==> src/rtl/core/dna_pkg.sv <==
// Shared types, constants and helpers for the dual-number arithmetic unit.
`timescale 1ns / 1ps
`default_nettype none
package dna_pkg;

    localparam int MAXD      = 4;                      // derivative ports
    localparam int LANES     = 4;                      // derivative lanes in use (1..MAXD)
    localparam int FRAC_BITS = 16;
    localparam int QDEPTH    = 4;
    localparam int QPTR_W    = $clog2(QDEPTH);
    localparam int DIV_NUM_W = 48;                     // widest dividend magnitude
    localparam int DIV_Q_W   = DIV_NUM_W + FRAC_BITS;  // bits shifted through the divider
    localparam int DIV_CNT_W = $clog2(DIV_Q_W);

    typedef logic signed [31:0] fx_t;
    typedef logic signed [65:0] wide_t;

    localparam fx_t   FX_MAX = 32'sh7FFF_FFFF;
    localparam fx_t   FX_MIN = 32'sh8000_0000;
    localparam wide_t W_MAX  = 66'sd2147483647;
    localparam wide_t W_MIN  = -66'sd2147483648;

    typedef enum logic [2:0] {
        FN_ADD  = 3'd0,
        FN_SUB  = 3'd1,
        FN_MUL  = 3'd2,
        FN_DIV  = 3'd3,
        FN_ADDS = 3'd4,
        FN_MULS = 3'd5,
        FN_DIVS = 3'd6,
        FN_NEG  = 3'd7
    } func_t;

    typedef enum logic [1:0] {
        ST_IDLE,
        ST_DIV1,
        ST_PROD,
        ST_DIV2
    } back_state_t;

    typedef struct packed {
        func_t            func;
        logic             is_div;
        fx_t              a_val;
        fx_t [MAXD-1:0]   a_d;
        fx_t              b_val;
        fx_t [MAXD-1:0]   b_d;
    } item_t;

    function automatic wide_t sx(input fx_t v);
        return $signed({{34{v[31]}}, v});
    endfunction

    function automatic wide_t ext64(input logic signed [63:0] p);
        return $signed({{2{p[63]}}, p});
    endfunction

    function automatic logic signed [63:0] mul32(input fx_t a, input fx_t b);
        return 64'(a) * 64'(b);
    endfunction

    function automatic fx_t sat32(input wide_t x);
        fx_t r;
        if (x > W_MAX)
            r = FX_MAX;
        else if (x < W_MIN)
            r = FX_MIN;
        else
            r = x[31:0];
        return r;
    endfunction

endpackage
`default_nettype wire

==> src/rtl/core/dna_queue.sv <==
// Short item queue between front and back.
`timescale 1ns / 1ps
`default_nettype none
module dna_queue import dna_pkg::*; (
    input  logic  clk,
    input  logic  rst_n,
    input  logic  push,
    input  item_t push_item,
    input  logic  pop,
    output item_t head_item,
    output logic  empty,
    output logic  full
);

    item_t             mem_reg [QDEPTH];
    logic [QPTR_W-1:0] wr_ptr_reg, wr_ptr_next;
    logic [QPTR_W-1:0] rd_ptr_reg, rd_ptr_next;
    logic [QPTR_W:0]   cnt_reg, cnt_next;

    assign empty     = (cnt_reg == '0);
    assign full      = (cnt_reg == (QPTR_W+1)'(QDEPTH));
    assign head_item = mem_reg[rd_ptr_reg];

    always_comb
    begin
        wr_ptr_next = wr_ptr_reg;
        rd_ptr_next = rd_ptr_reg;
        cnt_next    = cnt_reg;
        if (push)
            wr_ptr_next = wr_ptr_reg + 1'b1;
        if (pop)
            rd_ptr_next = rd_ptr_reg + 1'b1;
        if (push && !pop)
            cnt_next = cnt_reg + 1'b1;
        else if (pop && !push)
            cnt_next = cnt_reg - 1'b1;
    end

    always_ff @(posedge clk or negedge rst_n)
    begin
        if (!rst_n)
        begin
            wr_ptr_reg <= '0;
            rd_ptr_reg <= '0;
            cnt_reg    <= '0;
        end
        else
        begin
            wr_ptr_reg <= wr_ptr_next;
            rd_ptr_reg <= rd_ptr_next;
            cnt_reg    <= cnt_next;
        end
    end

    always_ff @(posedge clk)
    begin
        if (push)
            mem_reg[wr_ptr_reg] <= push_item;
    end

endmodule
`default_nettype wire

==> config.mk <==
export PLATFORM = sky130hd
export DESIGN_NAME = dna_queue
export DESIGN_NICKNAME = d
export VERILOG_FILES = /design/src/rtl/core/dna_pkg.sv /design/src/rtl/core/dna_queue.sv
export SDC_FILE = /design/constraint.sdc
export NUM_CORES = 1
export LEC_CHECK = 0
export BUFFER_PORTS_ARGS = -buffer_cell sky130_fd_sc_hd__buf_4
export CAP_MARGIN = 10
export CORE_ASPECT_RATIO = 1.25
export CORE_UTILIZATION = 55
export DETAILED_ROUTE_END_ITERATION = 8
export PLACE_DENSITY = 0.77
export SYNTH_ARGS = -nofsm -noshare
export SYNTH_HDL_FRONTEND = slang
export SYNTH_SLANG_ARGS = --single-unit
==> constraint.sdc <==
create_clock -name clk -period 9.6 [get_ports clk]
set_input_delay 1.44 -clock clk [delete_from_list [all_inputs] [get_ports clk]]
set_output_delay 1.44 -clock clk [all_outputs]
set_load 0.01 [all_outputs]
# == Word-level counts from Yosys, hierarchy flattened ==
# Memory sizes are Yosys's and may differ from the RTL's.
# Index checks and enable logic that the tools add are counted.
# W data, S select, Z words.
# totals
mem_bits_ro,0
register_bits,7
word_cells,19
inputBits,328
ram_bits,1296
latch_bits,0
n_memories,1
# classes
shift,0
multipliers,0
muxes,4
order_cmp,0
bitwise_logic,0
n_eq_ne,1
add_sub_neg,4
div,0
reduce_logical,6
# memory_table
name,words,width,rd,rd_ports_with_merged_regs,wr,line,source
mem_reg,4,324,1,0,1,dna_queue.sv:15,item_t mem_reg [QDEPTH];
# op_table
operator,n
$mux W3,2
$add A2 B1 Y2 const B,2
$add A3 B1 Y3 const B,1
$eq A3 B3 Y1 const B,1
$logic_not A3 Y1,1
$sub A3 B1 Y3 const B,1
$logic_and A1 B1 Y1,2
$logic_not A1 Y1,2
$mux W1,2
$reduce_bool A2 Y1,1

# == Depth between registers and ports, before layout ==
# depth
ltp_word,4
depth_mapped,7
mapped_depth_nobuf,7

# == Worst setup path before layout ==
# Ideal clock, no wire load.
# synth_timing
path_kind,input to register
startpoint,in push
endpoint,"mem mem_reg[1][0] in the netlist's numbering, enable pin"
setup_time_ns,0.726
arrival_ns,8.741
n_path_buf,0
required_ns,8.874
path_slack_ns,0.133
path_stages,1
cell_sequence,and2_1
# synth_between
elab_chain_cells,2
# synth_lines
item,line,source
"start, declared",dna_queue.sv:7,"input logic push,"
$mux W1,dna_queue.sv:57,if (push)
$mux W1 (implied by the code),dna_queue.sv:58,mem_reg[wr_ptr_reg] <= push_item;
"end, declared",dna_queue.sv:15,
# Every way passes these cells.

==> metrics.md <==
| Metric | Value |
|---|---|
| RD Place Congestion | 0.802 |
| Ratio of cells with drive above 1 in the final layout | 0.463 |
| Starting Density | 0.557 |
| Worst Tran Pin Value | 1.25 ns |
| CTS Buffer Depth | 3 |
| Global-route wire length before repair | between 100,000 and 150,000 um |
| Critical-path maximum fanout | 49 |
| Worst hold-check path type | reg -> reg |
| Tot GR Track Use | 0.230 |
| Post-route DRC | 0 |
| Seq cells post-synth | 1,303 |
| Capturing point of the worst reg2reg path | mem_reg[0][226]$_DFFE_PP_ |
| Power consumption | 17.9 mW |
| Port bufs | about 650 |
| Vias in the first global route | 22,600 |
| Worst-case vdd ir drop | a little under 0.3 mV |
| FILL cells | 5,016 |
| CP arrival | ~3.8 ns |
| CTS tree | built |
| Leading area contributor after synthesis | edfxtp_1 |
| Yosys Warn Count | 0 |
| Status | complete, no violations |
| Drt first pass iters | 5 |
| Max-slew headroom | 0.169 |
| Synth cell types | 20 |
| Clock transition at path regs | 0.06 ns |
| Post-DP HPWL | ~62,000 um |
| Skew-Pair Late Insertion Delay | 0.68 ns |
| Hold_sp | cnt_reg[2]$_DFFE_PN0P_ |
| PD cells | about 310 nW/um^2 |
| Nature of the critical path startpoint | register |
| Largest net degree at the start of global routing | 149 |
| Synthesized Nets | 2,060 |
| Register area share after synthesis | 0.831 |
| CP Capture Type | output pin |
| Number of CTS-inserted buffers | 116 |
| CP required | 8.16 ns |
| Worst Hold End | cnt_reg[2]$_DFFE_PN0P_ |
| Total gr overflow | 0 |
| Post-CTS setup buffer count | 0 |
| Lkg Pwr | 19.3 nW |
| Placed Cells incl. Taps | 3,415 |
| DR vias/cell | 5.82 |
| CP Class | reg -> out |
| Maximum Capacitance Violations | 0 |
| Post-CTS Hold Buffers | 0 |
| Hold path depth | 1 |
| Reg2reg path depth | 5 |
| Final hold viol count | 0 |
| Max frequency | 191 MHz |
| Setup Viol. Count Final | 0 |
| Area fraction of the dominant cell type after synthesis | 0.827 |
| I/O pins | 654 |
| Mapped Area | approximately 47,000 um^2 |
| Setup tns final | 0 ns |
| Die area | ~87,000 um^2 |
| Chip Width | 264 um |
| # H-tree levels | 3 |
| Clock sinks | 1,303 |
| Nets | 2,778 |
| Max-slew violations | 0 |
| Routed WL | 100,000 um |
| 1st-iter DRT viols | 1,937 |
| Cell Count, Final, Fillers Out | 3,649 |
| Register-to-Register Setup Slack | 6.67 ns |
| Most common cell after layout, fill and taps aside | edfxtp_1 |
| Post-CTS sizing | 0 |
| Rows | 119 |
| WL/cell | 27.5 um |
| Most area-consuming cells after synthesis | edfxtp_1 (83%), mux4_2 (16%), buf_2 (0.47%) |
| Die height | 329 um |
| Number of antenna violations at the first check in global routing | 27 |
| Final period util | 0.546 |
| Max reg flops | 1,296 |
| Tmin final | 5.24 ns |
| Mapped Cells | 1,726 |
| Root Buffer | clkbuf_16 |
| Final core utilization | 0.675 |
| Most frequent cells in the layout | edfxtp_1 (1,296), buf_4 (663), mux4_2 (324), clkbuf_16 (117) |
| Post-route ant nets | 0 |
| RSZ-0062 raised after global routing | no |
| Final Skew | 0.0214 ns |
| Core box area | 84,400 um^2 |
| Avg Synthesized Cell Area | 27.3 um^2 |
| RR Startpoint | wr_ptr_reg[0]$_DFFE_PN0P_ |
| Area grow syn2layout | 21.2% |
| Via Count | between 20,000 and 25,000 |
-- stage by stage --
step / instance area, um^2 / worst slack [ns] / hold slack, ns
6_report: 57000 / 4.36 / 0.519
5_1_grt: 57000 / 4.02 / 0.535
4_1_cts: 57000 / 4.17 / 0.513
3_5_place_dp: 53100 / 4.90 / 0.501
3_3_place_gp: 53100 / 4.96 / 0.473
2_1_floorplan: 47100 / 0.133 / 0.456
-- synthesized netlist by cell type --
cell type / n
nor3_1: 1
mux2_2: 1
ha_1: 5
mux4_2: 324
clkbuf_1: 6
buf_6: 16
buf_2: 44
o21ai_0: 1
xor2_1: 4
edfxtp_1: 1296
inv_1: 4
nand2_1: 2
buf_1: 3
nor2_1: 1
fa_1: 1
dfrtp_1: 7
nor3b_1: 1
and2_1: 4
buf_4: 3
xnor2_1: 2
-- power by group --
group	switching (mW)	total, mW	internal [mW]	leakage [nW]
logic	2.88	5.54	2.66	5.45
clock network	1.98	4.63	2.65	1.87
registers	0.293	7.74	7.45	12.0
-- layer usage --
layer	track usage	wire, um
met3	0.0747	9130
met2	0.383	52600
met4	0.111	3900
met1	0.271	34500
met5	0	118
-- kinds of logic after synthesis --
logic type | Yosys count | share of synthesized area
AND/OR/NAND/NOR | 9 | 0.00104
adder cells (fa/ha/maj) | 6 | 0.00175
multiplexers | 325 | 0.155
AO/OA/AOI/OAI | 1 | 0.000106
buffers and inverters | 76 | 0.0100
flip-flops | 1303 | 0.831
XOR/XNOR | 6 | 0.00112
-- cell type report --
class                      count  area [um^2]  area share
tap                         1089         1360      0.0239
sequential                  1303        39100       0.686
inverter                       4         15.0    0.000263
multi-input combinational    347         7510       0.132
timing repair buffer         672         5160      0.0905
antenna                       20         50.0    0.000878
clock buffer                 135         3020      0.0529
clock inverter                79          812      0.0142
-- worst max-delay path by stage --
stage,to,from,slack (ns),cells after the start
global placement,head_item[155],rd_ptr_reg[0]$_DFFE_PN0P_,4.96,4
detailed placement,head_item[142],rd_ptr_reg[0]$_DFFE_PN0P_,4.90,4
CTS,head_item[91],rd_ptr_reg[0]$_DFFE_PN0P_,4.17,4
floorplan,mem_reg[1][0]$_DFFE_PP_,push,0.13,1
finish,head_item[142],rd_ptr_reg[0]$_DFFE_PN0P_,4.36,4
global route,head_item[142],rd_ptr_reg[0]$_DFFE_PN0P_,4.02,4
-- critical path, cell delays in order, from the launching register on --
cell     delay (ns)
dfrtp_4        0.64
buf_4          0.69
buf_4          0.84
mux4_2         0.63
buf_4          0.17
No activity file was read; power rests on OpenSTA's default activity.
