==> src/rtl/core/dna_pkg.sv <==
// Shared types, constants and helpers for the dual-number arithmetic unit.
`timescale 1ns / 1ps
`default_nettype none
package dna_pkg;

    localparam int MAXD      = 4;                      // derivative ports
    localparam int LANES     = 4;                      // derivative lanes in use (1..MAXD)
    localparam int FRAC_BITS = 16;
    localparam int QDEPTH    = 4;
    localparam int QPTR_W    = $clog2(QDEPTH);
    localparam int DIV_NUM_W = 48;                     // widest dividend magnitude
    localparam int DIV_Q_W   = DIV_NUM_W + FRAC_BITS;  // bits shifted through the divider
    localparam int DIV_CNT_W = $clog2(DIV_Q_W);

    typedef logic signed [31:0] fx_t;
    typedef logic signed [65:0] wide_t;

    localparam fx_t   FX_MAX = 32'sh7FFF_FFFF;
    localparam fx_t   FX_MIN = 32'sh8000_0000;
    localparam wide_t W_MAX  = 66'sd2147483647;
    localparam wide_t W_MIN  = -66'sd2147483648;

    typedef enum logic [2:0] {
        FN_ADD  = 3'd0,
        FN_SUB  = 3'd1,
        FN_MUL  = 3'd2,
        FN_DIV  = 3'd3,
        FN_ADDS = 3'd4,
        FN_MULS = 3'd5,
        FN_DIVS = 3'd6,
        FN_NEG  = 3'd7
    } func_t;

    typedef enum logic [1:0] {
        ST_IDLE,
        ST_DIV1,
        ST_PROD,
        ST_DIV2
    } back_state_t;

    typedef struct packed {
        func_t            func;
        logic             is_div;
        fx_t              a_val;
        fx_t [MAXD-1:0]   a_d;
        fx_t              b_val;
        fx_t [MAXD-1:0]   b_d;
    } item_t;

    function automatic wide_t sx(input fx_t v);
        return $signed({{34{v[31]}}, v});
    endfunction

    function automatic wide_t ext64(input logic signed [63:0] p);
        return $signed({{2{p[63]}}, p});
    endfunction

    function automatic logic signed [63:0] mul32(input fx_t a, input fx_t b);
        return 64'(a) * 64'(b);
    endfunction

    function automatic fx_t sat32(input wide_t x);
        fx_t r;
        if (x > W_MAX)
            r = FX_MAX;
        else if (x < W_MIN)
            r = FX_MIN;
        else
            r = x[31:0];
        return r;
    endfunction

endpackage
`default_nettype wire

==> src/rtl/core/dna_front.sv <==
// Front end: input register and opcode classification.
`timescale 1ns / 1ps
`default_nettype none
module dna_front import dna_pkg::*; (
    input  logic           clk,
    input  logic           rst_n,
    input  logic           start,
    output logic           busy,
    input  logic [2:0]     func,
    input  fx_t            a_val,
    input  fx_t [MAXD-1:0] a_d,
    input  fx_t            b_val,
    input  fx_t [MAXD-1:0] b_d,
    input  logic           q_full,
    output logic           push,
    output item_t          push_item
);

    item_t in_reg, in_next;
    logic  in_vld_reg, in_vld_next;
    logic  take;

    assign busy      = in_vld_reg & q_full;
    assign push      = in_vld_reg & ~q_full;
    assign push_item = in_reg;
    assign take      = start & ~busy;

    always_comb
    begin
        in_next.func   = func_t'(func);
        in_next.is_div = (func_t'(func) == FN_DIV) || (func_t'(func) == FN_DIVS);
        in_next.a_val  = a_val;
        in_next.a_d    = a_d;
        in_next.b_val  = b_val;
        in_next.b_d    = b_d;
    end

    always_comb
    begin
        in_vld_next = in_vld_reg;
        if (push)
            in_vld_next = 1'b0;
        if (take)
            in_vld_next = 1'b1;
    end

    always_ff @(posedge clk or negedge rst_n)
    begin
        if (!rst_n)
            in_vld_reg <= 1'b0;
        else
            in_vld_reg <= in_vld_next;
    end

    always_ff @(posedge clk)
    begin
        if (take)
            in_reg <= in_next;
    end

endmodule
`default_nettype wire

==> config.mk <==
export PLATFORM = sky130hd
export DESIGN_NAME = dna_front
export DESIGN_NICKNAME = d
export VERILOG_FILES = /design/src/rtl/core/dna_pkg.sv /design/src/rtl/core/dna_front.sv
export SDC_FILE = /design/constraint.sdc
export NUM_CORES = 1
export LEC_CHECK = 0
export ABC_CLOCK_PERIOD_IN_PS = 49800
export BUFFER_PORTS_ARGS = -buffer_cell sky130_fd_sc_hd__buf_2
export CAP_MARGIN = 5
export CORE_AREA = 8 8 249 251
export DETAILED_ROUTE_END_ITERATION = 16
export DIE_AREA = 0 0 257 259
export HOLD_SLACK_MARGIN = 0.03
export PLACE_DENSITY = 0.49
export SLEW_MARGIN = 15
export SYNTH_ARGS = -nofsm -noshare
export SYNTH_HDL_FRONTEND = slang
export SYNTH_SLANG_ARGS = --single-unit
==> constraint.sdc <==
create_clock -name clk -period 49.8 [get_ports clk]
set_input_delay 4.98 -clock clk [delete_from_list [all_inputs] [get_ports clk]]
set_output_delay 4.98 -clock clk [all_outputs]
set_load 0.005 [all_outputs]
# Word-level counts from Yosys, hierarchy flattened
# Index checks and enable logic that the tools add are counted.
[word_totals]
ff_bits = 325
latch_bits = 0
ramBits = 0
rom_bits = 0
wordCells = 24
n_memories = 0
[classes]
addsub = 0
n_mul = 0
div = 0
magnitude_cmp = 0
n_eq_ne = 2
n_shift = 0
muxes = 2
n_bitwise = 5
reduce_logical = 2
[op_table]
columns = ["cell", "n"]
rows = [
  ["1-bit AND", 3],
  ["3-bit by 2-bit == test with 1-bit output, second input constant", 1],
  ["3-bit == test, second input constant", 1],
  ["1-bit two-way mux", 2],
  ["1-bit NOT", 2],
  ["2-bit nonzero test", 1],
  ["1-bit logical OR", 1],
]

# Depth between registers and ports, before layout
# Gate-level depths: netlist of run 1.
[logic_depth]
depth_word = 4
depth_mapped = 2
depth_no_buf = 2

# Least setup slack after synthesis of run 1
# OpenSTA, ideal clock, no wires.
[synth_path]
path_type = "input to register"
startpoint = "in q_full"
endpoint = "reg in_reg (netlist bit push_item[0]) (enable)"
arrival_time_ns = 19.293
slack_ns = 29.457
path_stages = 2
path_cell_list = "and2_4 > nor2b_1"
[synth_via]
elab_chain_cells = 3
[synth_rtl]
columns = ["item", "line", "rtl"]
rows = [
  ["start, declared", "dna_front.sv:14", "input logic q_full,"],
  ["1-bit AND", "dna_front.sv:23", "assign busy = in_vld_reg & q_full;"],
  ["1-bit NOT", "dna_front.sv:26", "assign take = start & ~busy;"],
  ["1-bit AND", "dna_front.sv:26", ""],
  ["end signal, assigned", "dna_front.sv:58", "in_reg <= in_next;"],
  ["end, declared", "dna_front.sv:19", "item_t in_reg, in_next;"],
]
# Every way passes these cells.
# A chain may end at the register's enable or synchronous reset.

# Worst setup path after layout of run 1
[layout_path]
startpoint = "in q_full"
endpoint = "out push"
[layout_via]
elab_chain_cells = 2
[layout_rtl]
columns = ["item", "line", "rtl"]
rows = [
  ["1-bit NOT", "dna_front.sv:24", "assign push = in_vld_reg & ~q_full;"],
  ["1-bit AND", "dna_front.sv:24", ""],
  ["end, declared", "dna_front.sv:15", "output logic push,"],
]
# Every way passes these cells.

==> flow_metrics.tcl, run 1 <==
set metrics [dict create \
    fin_nets 1352 \
    fin_tns_setup_ns 0 \
    grt_pass1_wl_um 47200 \
    placementRows 89 \
    hold_violations 0 \
    grt_setup_unrepaired "false" \
    fillers 6012 \
    clk_pin_slew_ns 0.05 \
    min_from "in_vld_reg" \
    min_path_cells 2 \
    first_iter_violations 278 \
    vias 6153 \
    yosys_warnings 0 \
    dp_hpwl_um 27300 \
    final_area_um2 15300 \
    cts-root-buf "clkbuf_16" \
    antenna_found_initial 6 \
    start_util_pct 16.8 \
    largest_reg_flops 324 \
    grt_start_max_net_pins 159 \
    pin_count 653 \
    synth_fp_nets 658 \
    r2r_end "push_item[56]" \
    syn_to_final_growth_pct 55.7 \
    dieWidth_um 257 \
    holdPathEnd "in_vld_reg" \
    vias_per_cell 3.36 \
    fin_cells 1829 \
    io_buffers 652 \
    first_global_vias 6908 \
    required_ns 44.82 \
    crit_arrival_ns 5.51 \
    crit_buf_inv 2 \
    final-seq-area_um2 9750 \
    fin_crit_sh_pct 21.1 \
    cap_violations 0 \
    finalPower_mw 0.625 \
    clk_latency_ns 0.53 \
    synth-seq-area-share_pct 99.6 \
    max_freq_mhz 95.3 \
    slew_violations 0 \
    cts_hold_buf 0 \
    routabilityCongestion 0.769 \
    die_h_um 259 \
    worstPathMaxFanout 2 \
    route.detailed.drc 0 \
    cts_buffers 37 \
    routedWlPerCell_um 18.5 \
    syn_inst 331 \
    holdWs_ns 0.637 \
    ys_seq_elements 325 \
    min_period_ns 10.49 \
    core_area_um2 58200 \
    dp.cells 1759 \
    dr.pass1.iters 4 \
    grt_overflow 0 \
    ant_nets 0 \
    setup_violations 0 \
    cp_top_family "buffers and inverters" \
    drive_above_1_share_pct 67.4 \
    hp-class "reg -> reg" \
    ir_worst_vdd_uv 28.1 \
    cts_resized 0 \
    globalRouteTotalUtil_pct 9.49 \
    multi_input_area_um2 50.0 \
    path_common_cell "buf_2" \
    status "finished clean" \
    slowest_delay_ns 0.24 \
    htreeDepth 2 \
    end_kind "output pin" \
    start_kind "primary input" \
    p_leak_nw 6.27 \
    tritoncts "done" \
    syn_area_um2 9800 \
    fin_worst_skew_ns 0.0129 \
    postCtsSetupRepairBufs 0 \
    wl_um 33900 \
    relSlewSlack_pct 34.3 \
    ff2ff_setup_slack_ns 46.43 \
    cpMaxStageDelayCell "nor2b_1" \
    worstPathCellList "buf_2 > nor2b_1 > buf_2" \
    tightestPinTransition_ns 0.986 \
    power-per-cell-area_nw_per_um2 41.0 \
    crit-reg2reg-launch "in_vld_reg" \
    cts.path.max_buffers 3 \
    dieArea_um2 66600 \
    syn_avg_cell_area_um2 29.6 \
    crit_type "in -> out" \
    clkSinkCount 325 \
    reg2reg_depth 4 \
    post_dp_cell_area_um2 14100 \
    ys_types 7 \
]
==> final cells by class <==
cell class / instances / share of cell area (%)
flip-flops and latches: 325 / 64.0
diodes: 3 / 0.0492
repair buffers: 655 / 21.6
multi-input cells: 6 / 0.328
clock buffers: 50 / 6.74
well taps: 773 / 6.34
clock inverters: 17 / 0.968
==> per-layer routing <==
metal	vias up	track usage, %	routed length, µm
met5	-	0	40
li1	2747	-	-
met4	6	3.16	803
met2	427	16.4	16800
met1	2914	9.12	11400
met3	59	6.20	4760
==> how the worst max path moves through the flow <==
stage | from | endpoint | slack (ns) | cells after the start
2_1_floorplan | q_full | push_item[0] | 29.46 | 2
3_3_place_gp | q_full | push | 39.30 | 3
3_5_place_dp | q_full | push | 39.30 | 3
4_1_cts | q_full | push | 39.30 | 3
5_1_grt | q_full | push | 39.32 | 3
6_report | q_full | push | 39.31 | 3
==> metrics by stage <==
| step | setup slack [ns] | util, % |
|---|---|---|
| 3_3_place_gp | 39.30 | 24.2 |
| 2_1_floorplan | 29.46 | - |
| 6_report | 39.31 | 26.2 |
| 5_1_grt | 39.32 | 26.2 |
| 3_5_place_dp | 39.30 | 24.2 |
| 4_1_cts | 39.30 | 26.2 |
==> synthesized netlist by cell type <==
cell type  number  area share [%]
xor2_1          1           0.089
or2_1           1           0.064
dfrtp_1         1            0.26
edfxtp_1      324              99
and2_4          1           0.089
nor2b_1         2            0.13
and2_1          1           0.064
==> placed cells by master, fill, tap and decap left out, types with 2 or more instances in the layout <==
cell and count:
buf_2 652, clkinv_1 4, edfxtp_1 324, clkinv_2 5, clkbuf_16 39, clkbuf_1 10, clkinvlp_4 4, diode_2 3
bufinv_16 2, buf_4 2
==> cells by family (layout without fill, tap and decap cells) <==
| group | count (synthesis) | after routing | synth area share (%) |
|---|---|---|---|
| other | 0 | 3 | 0 |
| buffers and inverters | 0 | 722 | 0 |
| and+or+nand+nor | 5 | 5 | 0.345 |
| xor gates and xnor gates | 1 | 1 | 0.0894 |
| DFF | 325 | 325 | 99.6 |
==> where the power goes <==
part / internal (mW) / leakage, nW / switching [mW]
registers: 0.320 / 3.10 / 0.00376
logic: 0.0183 / 2.61 / 0.0208
clock network: 0.156 / 0.563 / 0.107
total: 0.494 / 6.27 / 0.132
==> tightest hold or removal path, stage by stage, from the launching register on <==
cell     delay (ns)
dfrtp_1        0.34
and2_4         0.17
or2_1          0.09
Power figures use the tool's default switching activity.
==> run 2: changes to the inputs <==
--- a/config.mk
+++ b/config.mk
@@ -5,12 +5,13 @@
 export SDC_FILE = /design/constraint.sdc
 export NUM_CORES = 1
 export LEC_CHECK = 0
-export ABC_CLOCK_PERIOD_IN_PS = 49800
+export ABC_AREA = 1
+export ABC_CLOCK_PERIOD_IN_PS = 9700
 export BUFFER_PORTS_ARGS = -buffer_cell sky130_fd_sc_hd__buf_2
 export CAP_MARGIN = 5
-export CORE_AREA = 8 8 249 251
+export CORE_AREA = 8 8 250 252
 export DETAILED_ROUTE_END_ITERATION = 16
-export DIE_AREA = 0 0 257 259
+export DIE_AREA = 0 0 258 260
 export HOLD_SLACK_MARGIN = 0.03
 export PLACE_DENSITY = 0.49
 export SLEW_MARGIN = 15
==> constraint.sdc (replaced) <==
create_clock -name clk -period 9.7 [get_ports clk]
set_input_delay 0.97 -clock clk [delete_from_list [all_inputs] [get_ports clk]]
set_output_delay 0.97 -clock clk [all_outputs]
set_load 0.005 [all_outputs]
==> run 2 against run 1 <==
Via count about the same. Worst setup slack got worse by 32 ns. Sequential power increased to 5.1 times the previous value. Total power increased to 5.1 times the previous value. Core utilization decreased by 0.12 points. Synthesized area about the same. Global-route usage increased by 0.079 points. Synthesized cell count increased by 1.5%. Clock skew decreased by 0.0014 ns. Critical path type is now in -> reg. Critical endpoint is now push_item[320].
==> flow_metrics.tcl, run 2 <==
set metrics [dict create \
    cts.path.max_buffers 3 \
    antenna_found_initial 16 \
    ys_async_sr_fraction_pct 0.308 \
    grt_setup_unrepaired "false" \
    grt_pass1_wl_um 47600 \
    relSlewSlack_pct 32.3 \
    crit-reg2reg-launch "in_vld_reg" \
    dr.pass1.iters 4 \
    route.detailed.drc 0 \
    synth_top_area_share_pct 99.3 \
    crit_end "push_item[320]" \
    syn_area_um2 9800 \
    worstPathMaxFanout 167 \
    clkSinkCount 325 \
    mostFrequentLayoutCell "buf_2" \
    cts_resized 0 \
    yosys_warnings 0 \
    largest_reg_flops 324 \
    htreeDepth 2 \
    ir_worst_vdd_uv 149 \
    critPathLaunch "q_full" \
    dominantRegCellSynth "edfxtp_1" \
    tritoncts "done" \
    max_freq_mhz 386 \
    crit_type "in -> reg" \
    cap_violations 0 \
    start_kind "primary input" \
    routabilityCongestion 0.750 \
    tightestPinTransition_ns 1.02 \
    yosys-top-cells-area "edfxtp_1, dfrtp_1, nand2_1, nor2_1, inv_1" \
    ys_top_cells_by_count "edfxtp_1, nand2_1, nor2_1, inv_1" \
    cts-root-buf "clkbuf_16" \
    power-per-cell-area_nw_per_um2 209 \
    synth_edf_count 324 \
    slew_violations 0 \
    cts_buffers 38 \
    synth_top_cell_by_area "edfxtp_1" \
    clk_pin_slew_ns 0.05 \
    fin_tns_setup_ns 0 \
    reg2reg_depth 5 \
    start_util_pct 16.8 \
    r2r_end "push_item[320]" \
    syn_avg_cell_area_um2 29.2 \
    min_period_ns 2.59 \
    clk_latency_ns 0.53 \
    cts_hold_buf 0 \
    fin_nets 1357 \
    crit_arrival_ns 2.74 \
    postCtsSetupRepairBufs 0 \
    dieArea_um2 67100 \
    ys_types 8 \
    first_iter_violations 273 \
    die_h_um 260 \
    dp_slack_ns 6.50 \
    routedWlPerCell_um 19.0 \
    pin_count 653 \
    core_area_um2 58500 \
    status "finished clean" \
    dp_hpwl_um 27800 \
    syn_inst 336 \
    globalRouteTotalUtil_pct 9.57 \
    synth_fp_nets 663 \
    drive_above_1_share_pct 66.9 \
    dieWidth_um 258 \
    end_kind "register" \
    grt_overflow 0 \
    timing.final.ws_setup_ns 7.11 \
    hp-class "in -> async" \
    setup_violations 0 \
    yosysMostFrequentCell "edfxtp_1" \
    ff2ff_setup_slack_ns 7.26 \
    fin_crit_sh_pct 26.7 \
    grt_start_max_net_pins 168 \
    vias 6159 \
    synth-seq-area-share_pct 99.5 \
    ant_nets 0 \
    ys_seq_elements 325 \
    most-common-layout-cells "buf_2, edfxtp_1, clkbuf_16, clkbuf_1, clkinv_1" \
    required_ns 9.85 \
    p_leak_nw 6.28 \
    first_global_vias 6787 \
    syn_to_final_growth_pct 55.5 \
    vias_per_cell 3.37 \
    wl_um 34700 \
    io_buffers 652 \
    hold_violations 0 \
    placementRows 89 \
    fin_worst_skew_ns 0.0115 \
]
[run 2: worst min path at each step]
stage / startpoint / slack [ns] / endpoint
after floorplan: in_vld_reg / 0.47 / in_vld_reg
after global placement: in_vld_reg / 0.50 / in_vld_reg
after detailed placement: in_vld_reg / 0.49 / in_vld_reg
after CTS: rst_n / 0.15 / in_vld_reg
after global routing: rst_n / 0.16 / in_vld_reg
final: rst_n / 0.21 / in_vld_reg
[run 2: report_power, final]
part           total [mW]  internal, mW  leakage, nW  switching, mW
clock network        1.33         0.791        0.562          0.535
logic               0.199        0.0937         2.62          0.106
registers            1.66          1.64         3.10         0.0189
[run 2: stage by stage]
stage               instances  utilization, %  hold slack (ns)  power (mW)  cell area (µm²)
global route             1829            26.1            0.163        3.32            15200
finish                   1830            26.1            0.209        3.19            15200
global placement         1763            24.1            0.502        1.89            14100
CTS                      1829            26.1            0.153        3.26            15200
floorplan                 336               -            0.473        1.74             9810
detailed placement       1763            24.1            0.494        1.90            14100
[run 2: logic make-up after synthesis]
family                 after synthesis  synth area share, %
and+or+nand+nor                      8                0.358
DFF                                325                 99.5
buffers and inverters                3                0.115
[run 2: critical path, stage by stage]
cell and delay [ns]:
buf_2 0.11, nand2_2 0.06, inv_2 0.05, nor2_4 0.09, buf_12 0.55, buf_12 0.56
[run 2: metal layers]
layer / vias up / share of wire (%) / routed length (µm) / global-route usage [%]
met5: - / 0.32 / 112 / 0
met4: 18 / 2.1 / 726 / 2.78
met3: 60 / 15 / 5110 / 6.04
met2: 450 / 49 / 16800 / 16.3
met1: 2876 / 34 / 11900 / 9.64
li1: 2755 / - / - / -
[run 2: area by class of cell]
cell class	count	area, µm²
fillers	6052	43200
flip-flops and latches	325	9750
repair buffers	654	3300
clock buffers	50	1060
well taps	773	967
clock inverters	16	100
multi-input cells	8	40.0
inverters	3	11.3
diodes	1	2.50
==> run 3: changes to the inputs <==
--- a/config.mk
+++ b/config.mk
@@ -5,8 +5,8 @@
 export SDC_FILE = /design/constraint.sdc
 export NUM_CORES = 1
 export LEC_CHECK = 0
-export ABC_AREA = 1
-export ABC_CLOCK_PERIOD_IN_PS = 9700
+export ABC_AREA = 0
+export ABC_CLOCK_PERIOD_IN_PS = 2500
 export BUFFER_PORTS_ARGS = -buffer_cell sky130_fd_sc_hd__buf_2
 export CAP_MARGIN = 5
 export CORE_AREA = 8 8 250 252
==> constraint.sdc (replaced) <==
create_clock -name clk -period 2.5 [get_ports clk]
set_input_delay 0.25 -clock clk [delete_from_list [all_inputs] [get_ports clk]]
set_output_delay 0.25 -clock clk [all_outputs]
set_load 0.005 [all_outputs]
==> run 3 against run 2 <==
Via count grew 21%. Die area is the same. Clock power grew to 3.8 times the previous value. Hold slack worse by 0.11 ns. Sequential power grew to 3.9 times the previous value. Count of clock-buffer cells in the layout shrank 2. Sequential cell count stayed put. First-iteration DRC count increased by 18%. Routed wire length rose by 8.8%. Critical path depth is 2 lower. Design area up 22%. Largest cell class unchanged. Highest routed layer unchanged.
==> flow_metrics.tcl, run 3 (synthesis results as in run 1) <==
set metrics [dict create \
    status "finished clean" \
    dieWidth_um 258 \
    dieArea_um2 67100 \
    max_freq_mhz 566 \
    postCtsSetupRepairBufs 0 \
    required_ns 2.66 \
    hp-class "in -> reg" \
    switching_power_mw 2.67 \
    dr.pass1.iters 4 \
    min_path_cells 3 \
    pwr-share-comb_pct 9.7 \
    start_kind "register" \
    fin_worst_skew_ns 0.0183 \
    routabilityCongestion 0.789 \
    reg2reg_depth 4 \
    multi_input_area_um2 50.0 \
    internal-power_mw 10.0 \
    cap_violations 0 \
    slew_violations 0 \
    wl_um 37800 \
    vias_per_cell 3.45 \
    crit_type "reg -> reg" \
    critPathLaunch "in_vld_reg" \
    routedWlPerCell_um 17.5 \
    setup_violations 0 \
    clkSinkCount 325 \
    pin_count 653 \
    final-seq-area_um2 9750 \
    tightestPinTransition_ns 0.489 \
    syn_to_final_growth_pct 89.6 \
    tritoncts "done" \
    cts_buffers 36 \
    final_area_um2 18600 \
    clk_latency_ns 0.53 \
    htreeDepth 2 \
    vias 7455 \
    placementRows 89 \
    p_leak_nw 7.68 \
    worstPathMaxFanout 85 \
    relSlewSlack_pct 67.4 \
    most-common-layout-cells "buf_2, dlygate4sd3_1, edfxtp_1, clkbuf_16" \
    fillers 5706 \
    clk_pin_slew_ns 0.05 \
    grt_start_max_net_pins 86 \
    fin_nets 1689 \
    hold_violations 0 \
    cts-root-buf "clkbuf_16" \
    globalRouteTotalUtil_pct 10.5 \
    grt_pass1_wl_um 54000 \
    die_h_um 260 \
    ant_nets 0 \
    dp_hpwl_um 28000 \
    ir_worst_vdd_uv 512 \
    antenna_found_initial 4 \
    swShare_pct 21.0 \
    min_period_ns 1.77 \
    first_global_vias 8567 \
    crit-reg2reg-launch "in_vld_reg" \
    fin_crit_sh_pct 70.7 \
    clkPwrFrac_pct 39.4 \
    first_iter_violations 322 \
    route.detailed.drc 0 \
    fin_util_pct 31.8 \
    largest_reg_flops 324 \
    power-per-cell-area_nw_per_um2 683 \
    core_area_um2 58500 \
    drive_above_1_share_pct 51.6 \
    grt_overflow 0 \
    cts.path.max_buffers 3 \
    mostFrequentLayoutCell "buf_2" \
    seqPwrFrac_pct 50.8 \
    start_util_pct 16.8 \
    post_dp_cell_area_um2 14200 \
    end_kind "register" \
    min_from "q_full" \
    io_buffers 652 \
    grt_setup_unrepaired "false" \
    crit_arrival_ns 1.93 \
]
==> run 3: power by group through the flow <==
stage,clock network [mW],logic [mW],registers (mW)
after floorplan,0,0.102,6.64
after global placement,0,0.825,6.56
after detailed placement,0,0.835,6.57
after CTS,5.22,1.25,6.46
after global routing,5.40,1.33,6.48
final,5.01,1.23,6.45
==> run 3: area by class of cell <==
cell class,instances,area share [%]
sequential,325,52.5
timing repair buffer,993,36.0
clock buffer,48,5.21
tap,773,5.21
clock inverter,17,0.781
multi-input combinational,6,0.269
antenna,2,0.0269
==> run 3: metal layers <==
metal | GRT usage [%] | routed length [µm] | up-vias
met5 | 0 | 25 | -
met4 | 3.61 | 946 | 4
met3 | 4.57 | 3780 | 70
met2 | 19.3 | 20200 | 392
met1 | 10.5 | 12800 | 3568
li1 | - | - | 3421
==> run 3: worst paths after layout <==
check,slack [ns],to
setup / recovery,0.73,push_item[153]
hold / removal,0.10,in_vld_reg
setup reg to reg,0.73,push_item[153]
hold reg to reg,0.63,in_vld_reg
max in group asynchronous,1.78,in_vld_reg
min in group asynchronous,0.62,in_vld_reg
==> run 3: what timing repair did <==
item | 4_1_cts | 5_1_grt
resized for setup | 0 | 0
hold buffers | 326 | 0
hold endpoints to repair | 326 | 0
==> run 3: through the flow <==
stage	instances	hold slack, ns	worst slack [ns]	power, mW	setup TNS, ns
detailed placement	1771	0.0297	0.754	7.40	0
finish	2164	0.100	0.732	12.7	0
global placement	1771	0.0283	0.774	7.39	0
CTS	2162	0.0501	0.755	12.9	0
global route	2163	0.0712	0.667	13.2	0
floorplan	331	-0.0456	-3.21	6.74	-1040.35
==> run 3: critical path, stage by stage (launching register included) <==
cell and delay (ns):
dfrtp_1 0.37, and2_4 0.15, nor2b_4 0.17, buf_12 0.20
buf_12 0.36
